==> config.mk <==
export PLATFORM = sky130hd
export DESIGN_NAME = assembly_source_tokenizer
export DESIGN_NICKNAME = d
export VERILOG_FILES = /design/src/rtl/core/ast_pkg.sv /design/src/rtl/core/assembly_source_tokenizer.sv /design/src/rtl/core/ast_lexer.sv /design/src/rtl/core/ast_result_fifo.sv
export SDC_FILE = /design/constraint.sdc
export NUM_CORES = 2
export LEC_CHECK = 0
export BUFFER_PORTS_ARGS = -buffer_cell sky130_fd_sc_hd__buf_4
export CELL_PAD_IN_SITES_DETAIL_PLACEMENT = 1
export CELL_PAD_IN_SITES_GLOBAL_PLACEMENT = 2
export CORE_MARGIN = 5
export CORE_UTILIZATION = 31
export DETAILED_ROUTE_END_ITERATION = 8
export PLACE_DENSITY_LB_ADDON = 0.3
export RECOVER_POWER = 100
export SETUP_SLACK_MARGIN = 0.3
export SYNTH_ARGS = -nofsm -noshare
export SYNTH_HDL_FRONTEND = slang
export SYNTH_HIERARCHICAL = 1
export SYNTH_SLANG_ARGS = --single-unit
==> constraint.sdc <==
create_clock -name i_clk -period 20.4 [get_ports i_clk]
set_input_delay 1.02 -clock i_clk [delete_from_list [all_inputs] [get_ports i_clk]]
set_output_delay 1.02 -clock i_clk [all_outputs]
set_load 0.02 [all_outputs]
==> src/rtl/core/ast_pkg.sv <==
// ----------------------------------------------------------------------------
// ast_pkg
// Shared types, character codes and classification helpers for the
// assembly source tokenizer.
// ----------------------------------------------------------------------------
package ast_pkg;

    localparam int OFFSET_BITS = 32;
    localparam int LINE_BITS   = 24;
    localparam int VALUE_BITS  = 63;

    // Result queue sizing; one byte can push two results
    localparam int FIFO_DEPTH = 4;
    localparam int FIFO_AW    = $clog2(FIFO_DEPTH);
    localparam int FIFO_CNT_W = $clog2(FIFO_DEPTH + 1);

    typedef logic [OFFSET_BITS-1:0] t_offset;
    typedef logic [LINE_BITS-1:0]   t_line;
    typedef logic [VALUE_BITS-1:0]  t_value;

    localparam t_value VALUE_MAX = '1;

    localparam logic [7:0] CH_NUL        = 8'h00;
    localparam logic [7:0] CH_TAB        = 8'h09;
    localparam logic [7:0] CH_NL         = 8'h0A;
    localparam logic [7:0] CH_CR         = 8'h0D;
    localparam logic [7:0] CH_SPACE      = 8'h20;
    localparam logic [7:0] CH_DQUOTE     = 8'h22;
    localparam logic [7:0] CH_SQUOTE     = 8'h27;
    localparam logic [7:0] CH_STAR       = 8'h2A;
    localparam logic [7:0] CH_PLUS       = 8'h2B;
    localparam logic [7:0] CH_COMMA      = 8'h2C;
    localparam logic [7:0] CH_MINUS      = 8'h2D;
    localparam logic [7:0] CH_DOT        = 8'h2E;
    localparam logic [7:0] CH_ZERO       = 8'h30;
    localparam logic [7:0] CH_NINE       = 8'h39;
    localparam logic [7:0] CH_COLON      = 8'h3A;
    localparam logic [7:0] CH_SEMI       = 8'h3B;
    localparam logic [7:0] CH_UPPER_A    = 8'h41;
    localparam logic [7:0] CH_UPPER_F    = 8'h46;
    localparam logic [7:0] CH_UPPER_X    = 8'h58;
    localparam logic [7:0] CH_UPPER_Z    = 8'h5A;
    localparam logic [7:0] CH_LBRACKET   = 8'h5B;
    localparam logic [7:0] CH_RBRACKET   = 8'h5D;
    localparam logic [7:0] CH_UNDERSCORE = 8'h5F;
    localparam logic [7:0] CH_LOWER_A    = 8'h61;
    localparam logic [7:0] CH_LOWER_F    = 8'h66;
    localparam logic [7:0] CH_LOWER_X    = 8'h78;
    localparam logic [7:0] CH_LOWER_Z    = 8'h7A;

    typedef enum logic [2:0] {
        MODE_IDLE,
        MODE_IDENT,
        MODE_DOT,
        MODE_ZERO,
        MODE_DEC,
        MODE_HEX,
        MODE_STR,
        MODE_CMT
    } t_scan_mode;

    typedef enum logic [3:0] {
        TOK_IDENT    = 4'd0,
        TOK_NUMBER   = 4'd1,
        TOK_STRING   = 4'd2,
        TOK_COMMA    = 4'd3,
        TOK_COLON    = 4'd4,
        TOK_LBRACKET = 4'd5,
        TOK_RBRACKET = 4'd6,
        TOK_PLUS     = 4'd7,
        TOK_MINUS    = 4'd8,
        TOK_STAR     = 4'd9,
        TOK_DOT      = 4'd10,
        TOK_NEWLINE  = 4'd11,
        TOK_EOF      = 4'd12,
        TOK_ERROR    = 4'd13
    } t_token_kind;

    typedef enum logic [1:0] {
        ERR_NONE       = 2'd0,
        ERR_UNTERM     = 2'd1,
        ERR_UNEXPECTED = 2'd2
    } t_error_kind;

    typedef struct packed {
        t_token_kind kind;
        t_error_kind err;
        t_value      value;
        t_line       line;
        t_line       column;
        t_offset     start;
        t_offset     length;
        logic        last;
    } t_result;

    // Results produced by one byte, handed to the result queue
    typedef struct packed {
        logic [1:0] count;
        t_result    first;
        t_result    second;
    } t_push;

    function automatic logic is_digit(input logic [7:0] b);
        return (b >= CH_ZERO) && (b <= CH_NINE);
    endfunction

    function automatic logic is_alpha(input logic [7:0] b);
        return ((b >= CH_LOWER_A) && (b <= CH_LOWER_Z)) ||
               ((b >= CH_UPPER_A) && (b <= CH_UPPER_Z));
    endfunction

    function automatic logic is_word(input logic [7:0] b);
        return is_alpha(b) || is_digit(b) || (b == CH_UNDERSCORE);
    endfunction

    function automatic logic is_hex(input logic [7:0] b);
        return is_digit(b) ||
               ((b >= CH_LOWER_A) && (b <= CH_LOWER_F)) ||
               ((b >= CH_UPPER_A) && (b <= CH_UPPER_F));
    endfunction

    // Nibble value of a hex digit; letters have bit 3 set after adding 9
    function automatic logic [3:0] hex_val(input logic [7:0] b);
        logic [3:0] v;
        if (is_digit(b)) begin
            v = b[3:0];
        end else begin
            v = b[3:0] + 4'd9;
        end
        return v;
    endfunction

endpackage

==> src/rtl/core/assembly_source_tokenizer.sv <==
// ----------------------------------------------------------------------------
// assembly_source_tokenizer
// Byte-serial tokenizer for assembly source text.
// ----------------------------------------------------------------------------
// Input channel (i_valid/o_ready, i_source_byte) carries one source byte per
// transaction; byte 0 ends the source. Output channel (o_valid/i_ready) carries
// one token per transaction with kind, error code, value, line, column, start
// offset and length; o_last_of_run marks the final token caused by a byte.
// Tokens needing lookahead (identifier, number, lone dot) come out with the
// first byte that cannot extend them, so one byte gives zero to two tokens.
// An accepted byte is held in the input register and classified there; its
// tokens are then written into the result queue, from which the output
// channel presents them. Throughput: one byte per cycle while the queue has
// room for a two-result push; a byte that yields two tokens takes one more
// output transaction, absorbed by a four-entry result queue that pauses input
// when fewer than two slots remain.
// When the receiver stalls, results wait in the queue and input is held off
// as it fills. Reset (synchronous, active low) empties the queue and sets
// line and column to 1 and offset to 0; byte 0 does the same to scan state.
// ----------------------------------------------------------------------------
module assembly_source_tokenizer (
    input  logic                            i_clk,
    input  logic                            i_rst_n,
    input  logic                            i_valid,
    output logic                            o_ready,
    input  logic [7:0]                      i_source_byte,
    output logic                            o_valid,
    input  logic                            i_ready,
    output logic [3:0]                      o_token_kind,
    output logic [1:0]                      o_error_kind,
    output logic [ast_pkg::VALUE_BITS-1:0]  o_number_value,
    output logic [ast_pkg::LINE_BITS-1:0]   o_line_number,
    output logic [ast_pkg::LINE_BITS-1:0]   o_column_number,
    output logic [ast_pkg::OFFSET_BITS-1:0] o_start_offset,
    output logic [ast_pkg::OFFSET_BITS-1:0] o_text_length,
    output logic                            o_last_of_run
);
    import ast_pkg::*;

    t_push   push;
    logic    room;
    t_result result;

    ast_lexer u_lexer (
        .i_clk         (i_clk),
        .i_rst_n       (i_rst_n),
        .i_valid       (i_valid),
        .o_ready       (o_ready),
        .i_source_byte (i_source_byte),
        .i_room        (room),
        .o_push        (push)
    );

    ast_result_fifo u_fifo (
        .i_clk    (i_clk),
        .i_rst_n  (i_rst_n),
        .i_push   (push),
        .o_room   (room),
        .o_valid  (o_valid),
        .i_ready  (i_ready),
        .o_result (result)
    );

    assign o_token_kind    = 4'(result.kind);
    assign o_error_kind    = 2'(result.err);
    assign o_number_value  = result.value;
    assign o_line_number   = result.line;
    assign o_column_number = result.column;
    assign o_start_offset  = result.start;
    assign o_text_length   = result.length;
    assign o_last_of_run   = result.last;

endmodule

==> src/rtl/core/ast_lexer.sv <==
// ----------------------------------------------------------------------------
// ast_lexer
// Input register, scanner state and per-byte token logic. Each registered
// byte is classified against the scan mode and yields up to two results.
// ----------------------------------------------------------------------------
module ast_lexer (
    input  logic          i_clk,
    input  logic          i_rst_n,
    input  logic          i_valid,
    output logic          o_ready,
    input  logic [7:0]    i_source_byte,
    input  logic          i_room,
    output ast_pkg::t_push o_push
);
    import ast_pkg::*;

    logic       r_in_valid;
    logic [7:0] r_in_byte;
    logic       proc;

    t_scan_mode r_mode, n_mode;
    logic       r_qd, n_qd;
    t_value     r_acc, n_acc;
    t_offset    r_pos, n_pos;
    t_line      r_line, n_line;
    t_offset    r_ls, n_ls;
    t_offset    r_tso, n_tso;
    t_line      r_tsl, n_tsl;
    t_line      r_tsc, n_tsc;

    logic [7:0]             b;
    t_offset                col_diff;
    logic [OFFSET_BITS:0]   col_sum;
    t_line                  col;
    t_offset                tok_len;
    logic [3:0]             digit;
    logic [VALUE_BITS+3:0]  acc_prod;
    logic [VALUE_BITS+3:0]  acc_sum;
    t_value                 acc_next;
    logic                   used;
    logic                   a_vld, b_vld;
    t_result                a_res, b_res;
    logic                   punct_hit;
    t_token_kind            punct_kind;

    function automatic t_result mk(input t_token_kind k, input t_error_kind e,
                                   input t_value v, input t_line ln, input t_line cl,
                                   input t_offset st, input t_offset len);
        t_result r;
        r.kind   = k;
        r.err    = e;
        r.value  = v;
        r.line   = ln;
        r.column = cl;
        r.start  = st;
        r.length = len;
        r.last   = 1'b0;
        return r;
    endfunction

    assign proc    = r_in_valid && i_room;
    assign o_ready = !r_in_valid || proc;
    assign b       = r_in_byte;

    always_ff @(posedge i_clk) begin
        if (!i_rst_n) begin
            r_in_valid <= 1'b0;
        end else if (i_valid && o_ready) begin
            r_in_valid <= 1'b1;
        end else if (proc) begin
            r_in_valid <= 1'b0;
        end
    end

    always_ff @(posedge i_clk) begin
        if (i_valid && o_ready) begin
            r_in_byte <= i_source_byte;
        end
    end

    // Position of the current byte
    assign col_diff = r_pos - r_ls;
    assign col_sum  = {1'b0, col_diff} + {{OFFSET_BITS{1'b0}}, 1'b1};
    assign col      = t_line'(col_sum);
    assign tok_len  = r_pos - r_tso;

    // Accumulator step: acc*base + digit, saturated
    assign digit    = (r_mode == MODE_HEX) ? hex_val(b) : b[3:0];
    assign acc_prod = (r_mode == MODE_HEX) ? {r_acc, 4'b0000}
                    : ({1'b0, r_acc, 3'b000} + {3'b000, r_acc, 1'b0});
    assign acc_sum  = acc_prod + {{VALUE_BITS{1'b0}}, digit};
    assign acc_next = (acc_sum > {4'b0000, VALUE_MAX}) ? VALUE_MAX
                                                     : acc_sum[VALUE_BITS-1:0];

    always_comb begin
        punct_hit  = 1'b1;
        punct_kind = TOK_COMMA;
        case (b)
            CH_COMMA:    punct_kind = TOK_COMMA;
            CH_COLON:    punct_kind = TOK_COLON;
            CH_LBRACKET: punct_kind = TOK_LBRACKET;
            CH_RBRACKET: punct_kind = TOK_RBRACKET;
            CH_PLUS:     punct_kind = TOK_PLUS;
            CH_MINUS:    punct_kind = TOK_MINUS;
            CH_STAR:     punct_kind = TOK_STAR;
            default:     punct_hit  = 1'b0;
        endcase
    end

    // Next state and results
    always_comb begin
        n_mode = r_mode;
        n_qd   = r_qd;
        n_acc  = r_acc;
        n_pos  = r_pos;
        n_line = r_line;
        n_ls   = r_ls;
        n_tso  = r_tso;
        n_tsl  = r_tsl;
        n_tsc  = r_tsc;
        used   = 1'b0;
        a_vld  = 1'b0;
        b_vld  = 1'b0;
        a_res  = '0;
        b_res  = '0;

        // First pass: close or extend the open token
        unique case (r_mode)
            MODE_IDLE: begin
            end
            MODE_IDENT: begin
                if (is_word(b)) begin
                    used = 1'b1;
                end else begin
                    a_vld  = 1'b1;
                    a_res  = mk(TOK_IDENT, ERR_NONE, '0, r_tsl, r_tsc, r_tso, tok_len);
                    n_mode = MODE_IDLE;
                end
            end
            MODE_DOT: begin
                if (is_word(b)) begin
                    used   = 1'b1;
                    n_mode = MODE_IDENT;
                end else begin
                    a_vld  = 1'b1;
                    a_res  = mk(TOK_DOT, ERR_NONE, '0, r_tsl, r_tsc, r_tso, t_offset'(1));
                    n_mode = MODE_IDLE;
                end
            end
            MODE_ZERO: begin
                if (is_digit(b)) begin
                    used   = 1'b1;
                    n_acc  = acc_next;
                    n_mode = MODE_DEC;
                end else if (b == CH_LOWER_X || b == CH_UPPER_X) begin
                    used   = 1'b1;
                    n_mode = MODE_HEX;
                end else begin
                    a_vld  = 1'b1;
                    a_res  = mk(TOK_NUMBER, ERR_NONE, r_acc, r_tsl, r_tsc, r_tso, tok_len);
                    n_mode = MODE_IDLE;
                end
            end
            MODE_DEC: begin
                if (is_digit(b)) begin
                    used  = 1'b1;
                    n_acc = acc_next;
                end else begin
                    a_vld  = 1'b1;
                    a_res  = mk(TOK_NUMBER, ERR_NONE, r_acc, r_tsl, r_tsc, r_tso, tok_len);
                    n_mode = MODE_IDLE;
                end
            end
            MODE_HEX: begin
                if (is_hex(b)) begin
                    used  = 1'b1;
                    n_acc = acc_next;
                end else begin
                    a_vld  = 1'b1;
                    a_res  = mk(TOK_NUMBER, ERR_NONE, r_acc, r_tsl, r_tsc, r_tso, tok_len);
                    n_mode = MODE_IDLE;
                end
            end
            MODE_STR: begin
                if (b == CH_NUL || b == CH_NL) begin
                    // unterminated: report at the opening quote
                    a_vld  = 1'b1;
                    a_res  = mk(TOK_ERROR, ERR_UNTERM, '0, r_tsl, r_tsc,
                                r_tso - t_offset'(1), '0);
                    n_mode = MODE_IDLE;
                end else if (b == (r_qd ? CH_DQUOTE : CH_SQUOTE)) begin
                    used   = 1'b1;
                    a_vld  = 1'b1;
                    a_res  = mk(TOK_STRING, ERR_NONE, '0, r_tsl, r_tsc, r_tso, tok_len);
                    n_mode = MODE_IDLE;
                end else begin
                    used = 1'b1;
                end
            end
            MODE_CMT: begin
                if (b == CH_NUL || b == CH_NL) begin
                    n_mode = MODE_IDLE;
                end else begin
                    used = 1'b1;
                end
            end
        endcase

        // Second pass: byte not consumed, start from idle
        if (!used) begin
            if (b == CH_NUL) begin
                b_vld = 1'b1;
                b_res = mk(TOK_EOF, ERR_NONE, '0, r_line, col, r_pos, '0);
            end else if (b == CH_SPACE || b == CH_TAB || b == CH_CR) begin
                b_vld = 1'b0;
            end else if (b == CH_NL) begin
                b_vld = 1'b1;
                b_res = mk(TOK_NEWLINE, ERR_NONE, '0, r_line, col, r_pos, t_offset'(1));
            end else if (b == CH_SEMI) begin
                b_vld  = 1'b1;
                b_res  = mk(TOK_NEWLINE, ERR_NONE, '0, r_line, col, r_pos, t_offset'(1));
                n_mode = MODE_CMT;
            end else begin
                n_tsl = r_line;
                n_tsc = col;
                n_tso = r_pos;
                if (b == CH_SQUOTE || b == CH_DQUOTE) begin
                    n_mode = MODE_STR;
                    n_qd   = (b == CH_DQUOTE);
                    n_tso  = r_pos + t_offset'(1);
                end else if (b == CH_DOT) begin
                    n_mode = MODE_DOT;
                end else if (is_alpha(b) || b == CH_UNDERSCORE) begin
                    n_mode = MODE_IDENT;
                end else if (is_digit(b)) begin
                    n_acc  = {{(VALUE_BITS-4){1'b0}}, b[3:0]};
                    n_mode = (b == CH_ZERO) ? MODE_ZERO : MODE_DEC;
                end else if (punct_hit) begin
                    b_vld = 1'b1;
                    b_res = mk(punct_kind, ERR_NONE, '0, r_line, col, r_pos, t_offset'(1));
                end else begin
                    b_vld = 1'b1;
                    b_res = mk(TOK_ERROR, ERR_UNEXPECTED, {{(VALUE_BITS-8){1'b0}}, b},
                               r_line, col, r_pos, '0);
                end
            end
        end

        // Position tracking; end of source returns everything to reset
        if (b == CH_NUL) begin
            n_mode = MODE_IDLE;
            n_qd   = 1'b0;
            n_acc  = '0;
            n_pos  = '0;
            n_line = t_line'(1);
            n_ls   = '0;
            n_tso  = '0;
            n_tsl  = t_line'(1);
            n_tsc  = t_line'(1);
        end else begin
            n_pos = r_pos + t_offset'(1);
            if (b == CH_NL) begin
                n_line = r_line + t_line'(1);
                n_ls   = r_pos + t_offset'(1);
            end
        end
    end

    // Pack results into queue slots
    always_comb begin
        o_push.second = b_res;
        o_push.second.last = 1'b1;
        if (a_vld) begin
            o_push.first = a_res;
            o_push.first.last = !b_vld;
        end else begin
            o_push.first = b_res;
            o_push.first.last = 1'b1;
        end
        if (proc) begin
            o_push.count = {1'b0, a_vld} + {1'b0, b_vld};
        end else begin
            o_push.count = 2'd0;
        end
    end

    always_ff @(posedge i_clk) begin
        if (!i_rst_n) begin
            r_mode <= MODE_IDLE;
            r_qd   <= 1'b0;
            r_acc  <= '0;
            r_pos  <= '0;
            r_line <= t_line'(1);
            r_ls   <= '0;
            r_tso  <= '0;
            r_tsl  <= t_line'(1);
            r_tsc  <= t_line'(1);
        end else if (proc) begin
            r_mode <= n_mode;
            r_qd   <= n_qd;
            r_acc  <= n_acc;
            r_pos  <= n_pos;
            r_line <= n_line;
            r_ls   <= n_ls;
            r_tso  <= n_tso;
            r_tsl  <= n_tsl;
            r_tsc  <= n_tsc;
        end
    end

`ifndef SYNTHESIS
    a_two_results_order: assert property (@(posedge i_clk) disable iff (!i_rst_n)
        (o_push.count == 2'd2) |-> (!o_push.first.last && o_push.second.last))
        else $error("two-result byte has wrong last flags");

    a_one_result_last: assert property (@(posedge i_clk) disable iff (!i_rst_n)
        (o_push.count == 2'd1) |-> o_push.first.last)
        else $error("single result without last flag");

    a_eof_clears: assert property (@(posedge i_clk) disable iff (!i_rst_n)
        (proc && r_in_byte == CH_NUL) |=>
        (r_mode == MODE_IDLE && r_pos == '0 && r_line == t_line'(1)))
        else $error("end of source did not clear scanner state");
`endif

endmodule

==> src/rtl/core/ast_result_fifo.sv <==
// ----------------------------------------------------------------------------
// ast_result_fifo
// Small result queue: takes up to two results per cycle from the lexer and
// hands one per transaction to the output channel.
// ----------------------------------------------------------------------------
module ast_result_fifo (
    input  logic             i_clk,
    input  logic             i_rst_n,
    input  ast_pkg::t_push   i_push,
    output logic             o_room,
    output logic             o_valid,
    input  logic             i_ready,
    output ast_pkg::t_result o_result
);
    import ast_pkg::*;

    t_result                r_mem [FIFO_DEPTH];
    logic [FIFO_AW-1:0]     r_head, n_head;
    logic [FIFO_AW-1:0]     r_tail, n_tail;
    logic [FIFO_CNT_W-1:0]  r_count, n_count;
    logic                   pop;
    logic [FIFO_AW-1:0]     tail_plus1;

    assign o_valid    = (r_count != '0);
    assign o_result   = r_mem[r_head];
    assign pop        = o_valid && i_ready;
    // Room check on the registered count: high only when a full two-result push fits
    assign o_room     = (r_count <= FIFO_CNT_W'(FIFO_DEPTH - 2));
    assign tail_plus1 = r_tail + FIFO_AW'(1);

    always_comb begin
        n_tail  = r_tail + FIFO_AW'(i_push.count);
        n_head  = pop ? (r_head + FIFO_AW'(1)) : r_head;
        n_count = r_count + FIFO_CNT_W'(i_push.count) - FIFO_CNT_W'(pop);
    end

    always_ff @(posedge i_clk) begin
        if (i_push.count != 2'd0) begin
            r_mem[r_tail] <= i_push.first;
        end
        if (i_push.count == 2'd2) begin
            r_mem[tail_plus1] <= i_push.second;
        end
    end

    always_ff @(posedge i_clk) begin
        if (!i_rst_n) begin
            r_head  <= '0;
            r_tail  <= '0;
            r_count <= '0;
        end else begin
            r_head  <= n_head;
            r_tail  <= n_tail;
            r_count <= n_count;
        end
    end

`ifndef SYNTHESIS
    a_count_bound: assert property (@(posedge i_clk) disable iff (!i_rst_n)
        r_count <= FIFO_CNT_W'(FIFO_DEPTH))
        else $error("result queue overfilled");

    a_push_has_room: assert property (@(posedge i_clk) disable iff (!i_rst_n)
        (i_push.count != 2'd0) |-> o_room)
        else $error("push without room");

    a_count_holds: assert property (@(posedge i_clk) disable iff (!i_rst_n)
        (i_push.count == 2'd0 && !pop) |=> (r_count == $past(r_count)))
        else $error("queue count moved without push or pop");
`endif

endmodule
* Word-level counts from Yosys, hierarchy flattened
Memories as Yosys holds them, arrays and structs flattened. A register that Yosys moved wholly into a read port is not among the register bits. Cells that the tools add are included.
Operators by class: $add $sub $neg 15, $lt $le $gt $ge 10, equal/unequal tests 32, muxes and demuxes 118, reductions and logical operators 35
Operator list (count):
- $mux W182 | 14
- $pmux W182 S6 | 1
- $mux W63 | 12
- $mux W179 | 3
- $mux W24 | 14
- $mux W32 | 7
- $mux W180 | 1
- $pmux W63 S2 | 1
- $mux W113 | 1
- $eq A8 B6 Y1 const B | 11
- $add A66 B64 Y67 | 1
- $add A67 B4 Y67 | 1
- $gt A67 B63 Y1 const B | 1
- $mux W67 | 1
- $mux W3 | 19
- $add A24 B1 Y24 const B | 2
- $eq A8 B7 Y1 const B | 5
- $mux W1 | 35
- $add A32 B1 Y32 const B | 1
- $le A8 B7 Y1 const B | 4
- $sub A32 B1 Y32 const B | 1
- $sub A32 B32 Y32 | 1
- $eq A8 B4 Y1 const B | 3
- $pmux W4 S6 | 1
- other kinds (33) | 69
Word-level totals: flip-flop bits (word level) 243, RAM bits 728, input port bits 12, output and inout bits 184, word-level logic and storage cells 225, memories 1
Memories:
- u_fifo.r_mem | depth 4, bits a word 182, read ports 1, clocked after memory_dff 1, wr ports 2, line ast_result_fifo.sv:17 | t_result r_mem [FIFO_DEPTH];

* Depth between registers and ports, before layout
word-level depth 18, mapped depth 32

* Cells and area by module
The synthesis kept the hierarchy.
Modules (own cells, without submodules):
- ast_result_fifo | times used 1, cells an instance 1807, area an instance 35383.9 µm², sequential area each 22041.1 µm²
- ast_lexer | times used 1, cells an instance 3441, area an instance 24195.7 µm², sequential area each 4804.6 µm²

* Worst setup path before layout
OpenSTA, ideal clock, no wires.
path kind flip-flop to flip-flop, start point register u_lexer.r_in_byte[0] (netlist: u_lexer/b[0]), end point memory u_fifo/r_mem[0][0] (netlist name), enable pin, arrival time 16.676 ns, required time 19.425 ns, slack 2.749 ns, stages on the path, launching flop included 19, path buffers 3, clock period less this slack 17.651 ns, cell sequence edfxtp_1 -> clkbuf_1 -> inv_1 -> ha_1 -> nor3b_1 -> nand3b_1 -> nor2_1 -> a21oi_1 -> a21oi_1 -> nor2_1 -> or2_2 -> clkbuf_1 -> nor2_1 -> clkinv_1 -> clkbuf_1 -> ha_1 -> and3_1 -> o21bai_1 -> o21ai_0
RTL lines:
- start, declared | line ast_lexer.sv:18 | logic [7:0] r_in_byte;
- start signal, assigned | line ast_lexer.sv:77 | r_in_byte <= i_source_byte;
- end, declared | line ast_result_fifo.sv:17

==> impl_metrics.py <==
metrics = {
    "synth": {
        "synth_top_flop_cell": "edfxtp_1",
        "post_synth_num_cell_types": 111,
        "post_synth_main_area_contributors": "edfxtp_1, mux2_2, dfxtp_1",
        "synth_edf_count": 736,
        "synth_seq_area_share_pct": 45.1,
        "postSynthAreaPerCell_sq_um": 11.4,
        "ys_async_sr_fraction_pct": 0,
        "netlist.top_cell.by_area": "edfxtp_1",
        "synth_top_cell_area_share_pct": 37.1,
        "ys.warnings.count": 6,
        "post_synth_inst_count": 5248,
        "cell_area_after_synthesis_sq_um": 59600,
        "ys_ff_latch": 973,
    },
    "critical_path": {
        "critical_register_to_register_path_startpoint": "u_lexer/r_mode[0]$_SDFFE_PN0P_",
        "crit_slowest_cell": "clkbuf_1",
        "reg2reg_end": "u_fifo/r_mem[2][53]$_DFFE_PP_",
        "criticalPathCategory": "reg2reg",
        "regToRegSetupSlack_ps": 7960,
        "crit_chain": "and3b_1 > clkbuf_1 > o21ai_0 > inv_1 > nor2_1 > and3_1 > o21ai_0 > inv_2 > ha_1 > and3_1 > and4bb_1 > o21bai_1 > clkbuf_1",
        "max_stage_delay_ps": 2700,
        "critPathLaunchType": "flip-flop",
        "critical_path.top_delay_family": "buffers and inverters",
        "reg2regPathDepth": 13,
        "critPathBufInv": 4,
        "crit_arrival_ps": 12700,
        "worstPathMaxFanout": 48,
        "timing.critical_path.required_ps": 20660,
        "crit_path_end_kind": "flip-flop",
    },
    "placement": {
        "place_ws_ps": 12690,
        "placement.io_buffers": 195,
        "detailedPlacementHpwl_um": 133000,
        "gp_congestion": 0.813,
    },
    "clock_network": {
        "clock_sink_count": 973,
        "maximum_clock_path_buffer_count": 3,
        "tritoncts_clock_tree": "built",
        "cts_root_buffer": "clkbuf_16",
        "insertion_delay_ps": 760,
        "cts_inserted_buffers": 116,
        "clk_pin_slew_worst_paths_ps": 60,
        "cts_resized": 0,
        "h-tree-depth": 3,
        "post_cts_hold_buffer_count": 0,
        "setup_bufs_post_cts": 0,
    },
    "pwr": {
        "max-vdd-ir-drop_mv": 0.0772,
        "cellPowerDensity_nw_per_um2": 90.7,
        "total_power_mw": 6.00,
        "static-leakage-power_nw": 23.8,
    },
    "global_route": {
        "antenna_violations_before_repair": 7,
        "vias_in_the_first_global_route": 45300,
        "wire_length_of_the_first_global_routing_pass_um": 297000,
        "global_route.usage.total_pct": 19.4,
        "maximum_number_of_pins_on_one_net_before_global_route_repair": 130,
        "global_route.overflow_total": 0,
    },
    "floorplan": {
        "io_pins": 196,
        "core_area_sq_um": 192000,
        "dieArea_sq_um": 201000,
        "die_x_um": 448,
        "die_height_um": 448,
        "starting_utilization_of_the_core_area_pct": 31.1,
        "rows": 161,
    },
    "drt": {
        "detail-route-antenna-nets": 0,
        "route.detailed.wl_per_inst_um": 25.2,
        "drt_pass1_iterations": 5,
        "routed_wirelength_um": 200000,
        "route.vias.total": 42600,
        "post-route-drc-count": 0,
        "via_per_inst": 5.38,
        "number_of_design_rule_violations_left_by_the_first_detailed_router_iteration": 2260,
    },
    "min_path": {
        "hold_path.startpoint": "u_lexer/r_tsl[8]$_SDFFE_PN0P_",
        "holdPathEnd": "u_lexer/r_tsl[8]$_SDFFE_PN0P_",
        "min_delay_path_depth": 2,
        "hold_path_class": "reg2reg",
    },
    "sta": {
        "hold_viol": 0,
        "rsz0062_at_grt": "no",
        "layout_min_cycle_time_ps": 12440,
        "slew_violations": 1467,
        "slew_headroom_pct": -501,
        "clock_skew_ps": 63.7,
        "slew_at_the_pin_with_the_worst_max_slew_slack_ps": 9010,
        "max_freq_mhz": 80.4,
        "fin_crit_sh_pct": 61.0,
        "final_critical_path_setup_slack_ps": 7960,
        "fin_tns_setup_ps": 0,
        "setup_viol_count_final": 0,
    },
    "outcome": {
        "violations": "capacitance limit, slew limit",
        "run_status": "finished with violations",
    },
    "layout": {
        "layout.nets": 5466,
        "flow.area_growth_from_synthesis_pct": 10.9,
        "layout-drive-gt1-share_pct": 22.7,
    },
    "flow_run": {
        "maxCapViolations": 32,
    },
}
synthesized netlist by cell type, drive strengths merged (30+ instances only):
master,n
nor2,341
edfxtp,736
and2,148
ha,153
a22oi,42
a31oi,34
a21oi,308
a211oi,53
nand4,42
o21ai,210
o21bai,32
buf,231
nand2,388
inv,127
nor2b,32
a22o,39
xor2,71
mux2i,30
nand2b,30
and3,53
dfxtp,237
clkbuf,202
nand3,135
nor3,104
mux4,182
a21o,55
xnor2,105
mux2,758
worst max path at each step:
stage                                     endpoint  slack [ps]                           start  cells after the start
finish               u_fifo/r_mem[2][53]$_DFFE_PP_        7960  u_lexer/r_mode[0]$_SDFFE_PN0P_                     13
global route         u_fifo/r_mem[2][53]$_DFFE_PP_        6900  u_lexer/r_mode[0]$_SDFFE_PN0P_                     13
CTS                  u_lexer/r_acc[5]$_SDFFE_PN0P_       12630          u_lexer/b[1]$_DFFE_PP_                     27
detailed placement   u_lexer/r_acc[6]$_SDFFE_PN0P_       12690          u_lexer/b[1]$_DFFE_PP_                     27
global placement    u_lexer/r_acc[37]$_SDFFE_PN0P_       12930          u_lexer/b[0]$_DFFE_PP_                     27
floorplan             u_fifo/r_mem[0][0]$_DFFE_PP_        2750          u_lexer/b[0]$_DFFE_PP_                     18
area by class of cell:
cell class	count	area (sq um)
antenna	4	10.0
clock buffer	157	3190
clock inverter	56	702
fill	21100	126000
inverter	128	482
multi-input combinational	3800	30300
sequential	973	26800
tap	2526	3160
timing repair buffer	277	1360
report_power, final:
group / internal [mW] / switching, mW
Sequential: 2.28 / 0.0674
Clock: 1.27 / 0.882
Combinational: 0.544 / 0.952
Total: 4.09 / 1.90
stage by stage:
| step | hold WS [ps] | area [sq um] | instances | util, % |
|---|---|---|---|---|
| after floorplan | 429 | 59900 | 5334 | - |
| after global placement | 438 | 63200 | 7704 | 32.9 |
| after detailed placement | 446 | 63200 | 7704 | 32.9 |
| after CTS | 377 | 67000 | 7917 | 35.0 |
| after global routing | 421 | 66100 | 7917 | 34.5 |
| final | 452 | 66100 | 7921 | 34.5 |
layout by cell type (no fill, tap or decap), types with 15 or more instances in the layout:
master     instances
mux2_2           751
edfxtp_1         736
nand2_1          386
nor2_1           333
a21oi_1          305
clkbuf_1         243
dfxtp_1          236
o21ai_0          202
mux4_2           182
ha_1             153
nand3_1          134
and2_1           132
inv_1            125
clkbuf_16        118
xnor2_1          105
nor3_1           102
conb_1            88
xor2_1            71
buf_4             57
a21o_1            55
and3_1            51
a211oi_1          50
nand4_1           42
a22oi_1           42
a22o_1            39
a31oi_1           34
o21bai_1          32
nor2b_1           32
mux2i_1           30
nand2b_1          30
or3_1             29
nor4_1            25
o31ai_1           23
o21a_1            22
clkinv_1          20
o211ai_1          19
a311oi_1          17
and2_0            16
a221o_1           15
sequential cells by signal (all words and copies together), names as in the netlist, named ones only:
name	flops
u_lexer/r_in_valid	1
u_lexer/r_pos	32
u_lexer/r_ls	24
u_lexer/r_line	24
u_lexer/b	8
u_lexer/r_mode	3
u_fifo/r_count	3
u_lexer/r_tsc	24
u_fifo/r_mem	728
u_lexer/r_tso	32
u_lexer/r_acc	63
u_lexer/r_tsl	24
u_fifo/r_tail	2
u_fifo/r_head	2
u_lexer/r_qd	1
worst reg2reg max path: cells and delay by family (launching register included):
kind	cells	cell delay, ps
buf+inv	4	4690
flops	1	640
fa+ha+maj	1	270
compound gates	3	2040
simple gates	5	4220
cells by family (layout without fill, tap and decap cells):
| kind of cell | Yosys count | count (layout) | share of synthesized area (%) |
|---|---|---|---|
| and+or+nand+nor | 1408 | 1408 | 11.7 |
| AOI/OAI and AO/OA | 998 | 998 | 10.9 |
| DFF | 973 | 973 | 45.1 |
| muxes | 970 | 970 | 21.7 |
| buffers and inverters | 561 | 618 | 4.60 |
| xor gates and xnor gates | 178 | 178 | 2.66 |
| adders and majority gates | 158 | 158 | 3.38 |
| other | 2 | 92 | 0.0126 |
routing by layer:
metal	up-vias	wire (um)	GRT usage [%]	share of wire, %
li1	19800	-	-	-
met1	21900	85600	24.0	43
met2	664	101000	34.8	51
met3	273	5740	2.31	2.9
met4	4	7160	6.66	3.6
met5	-	27	0	0.014
(Power assumes the default switching activity.)
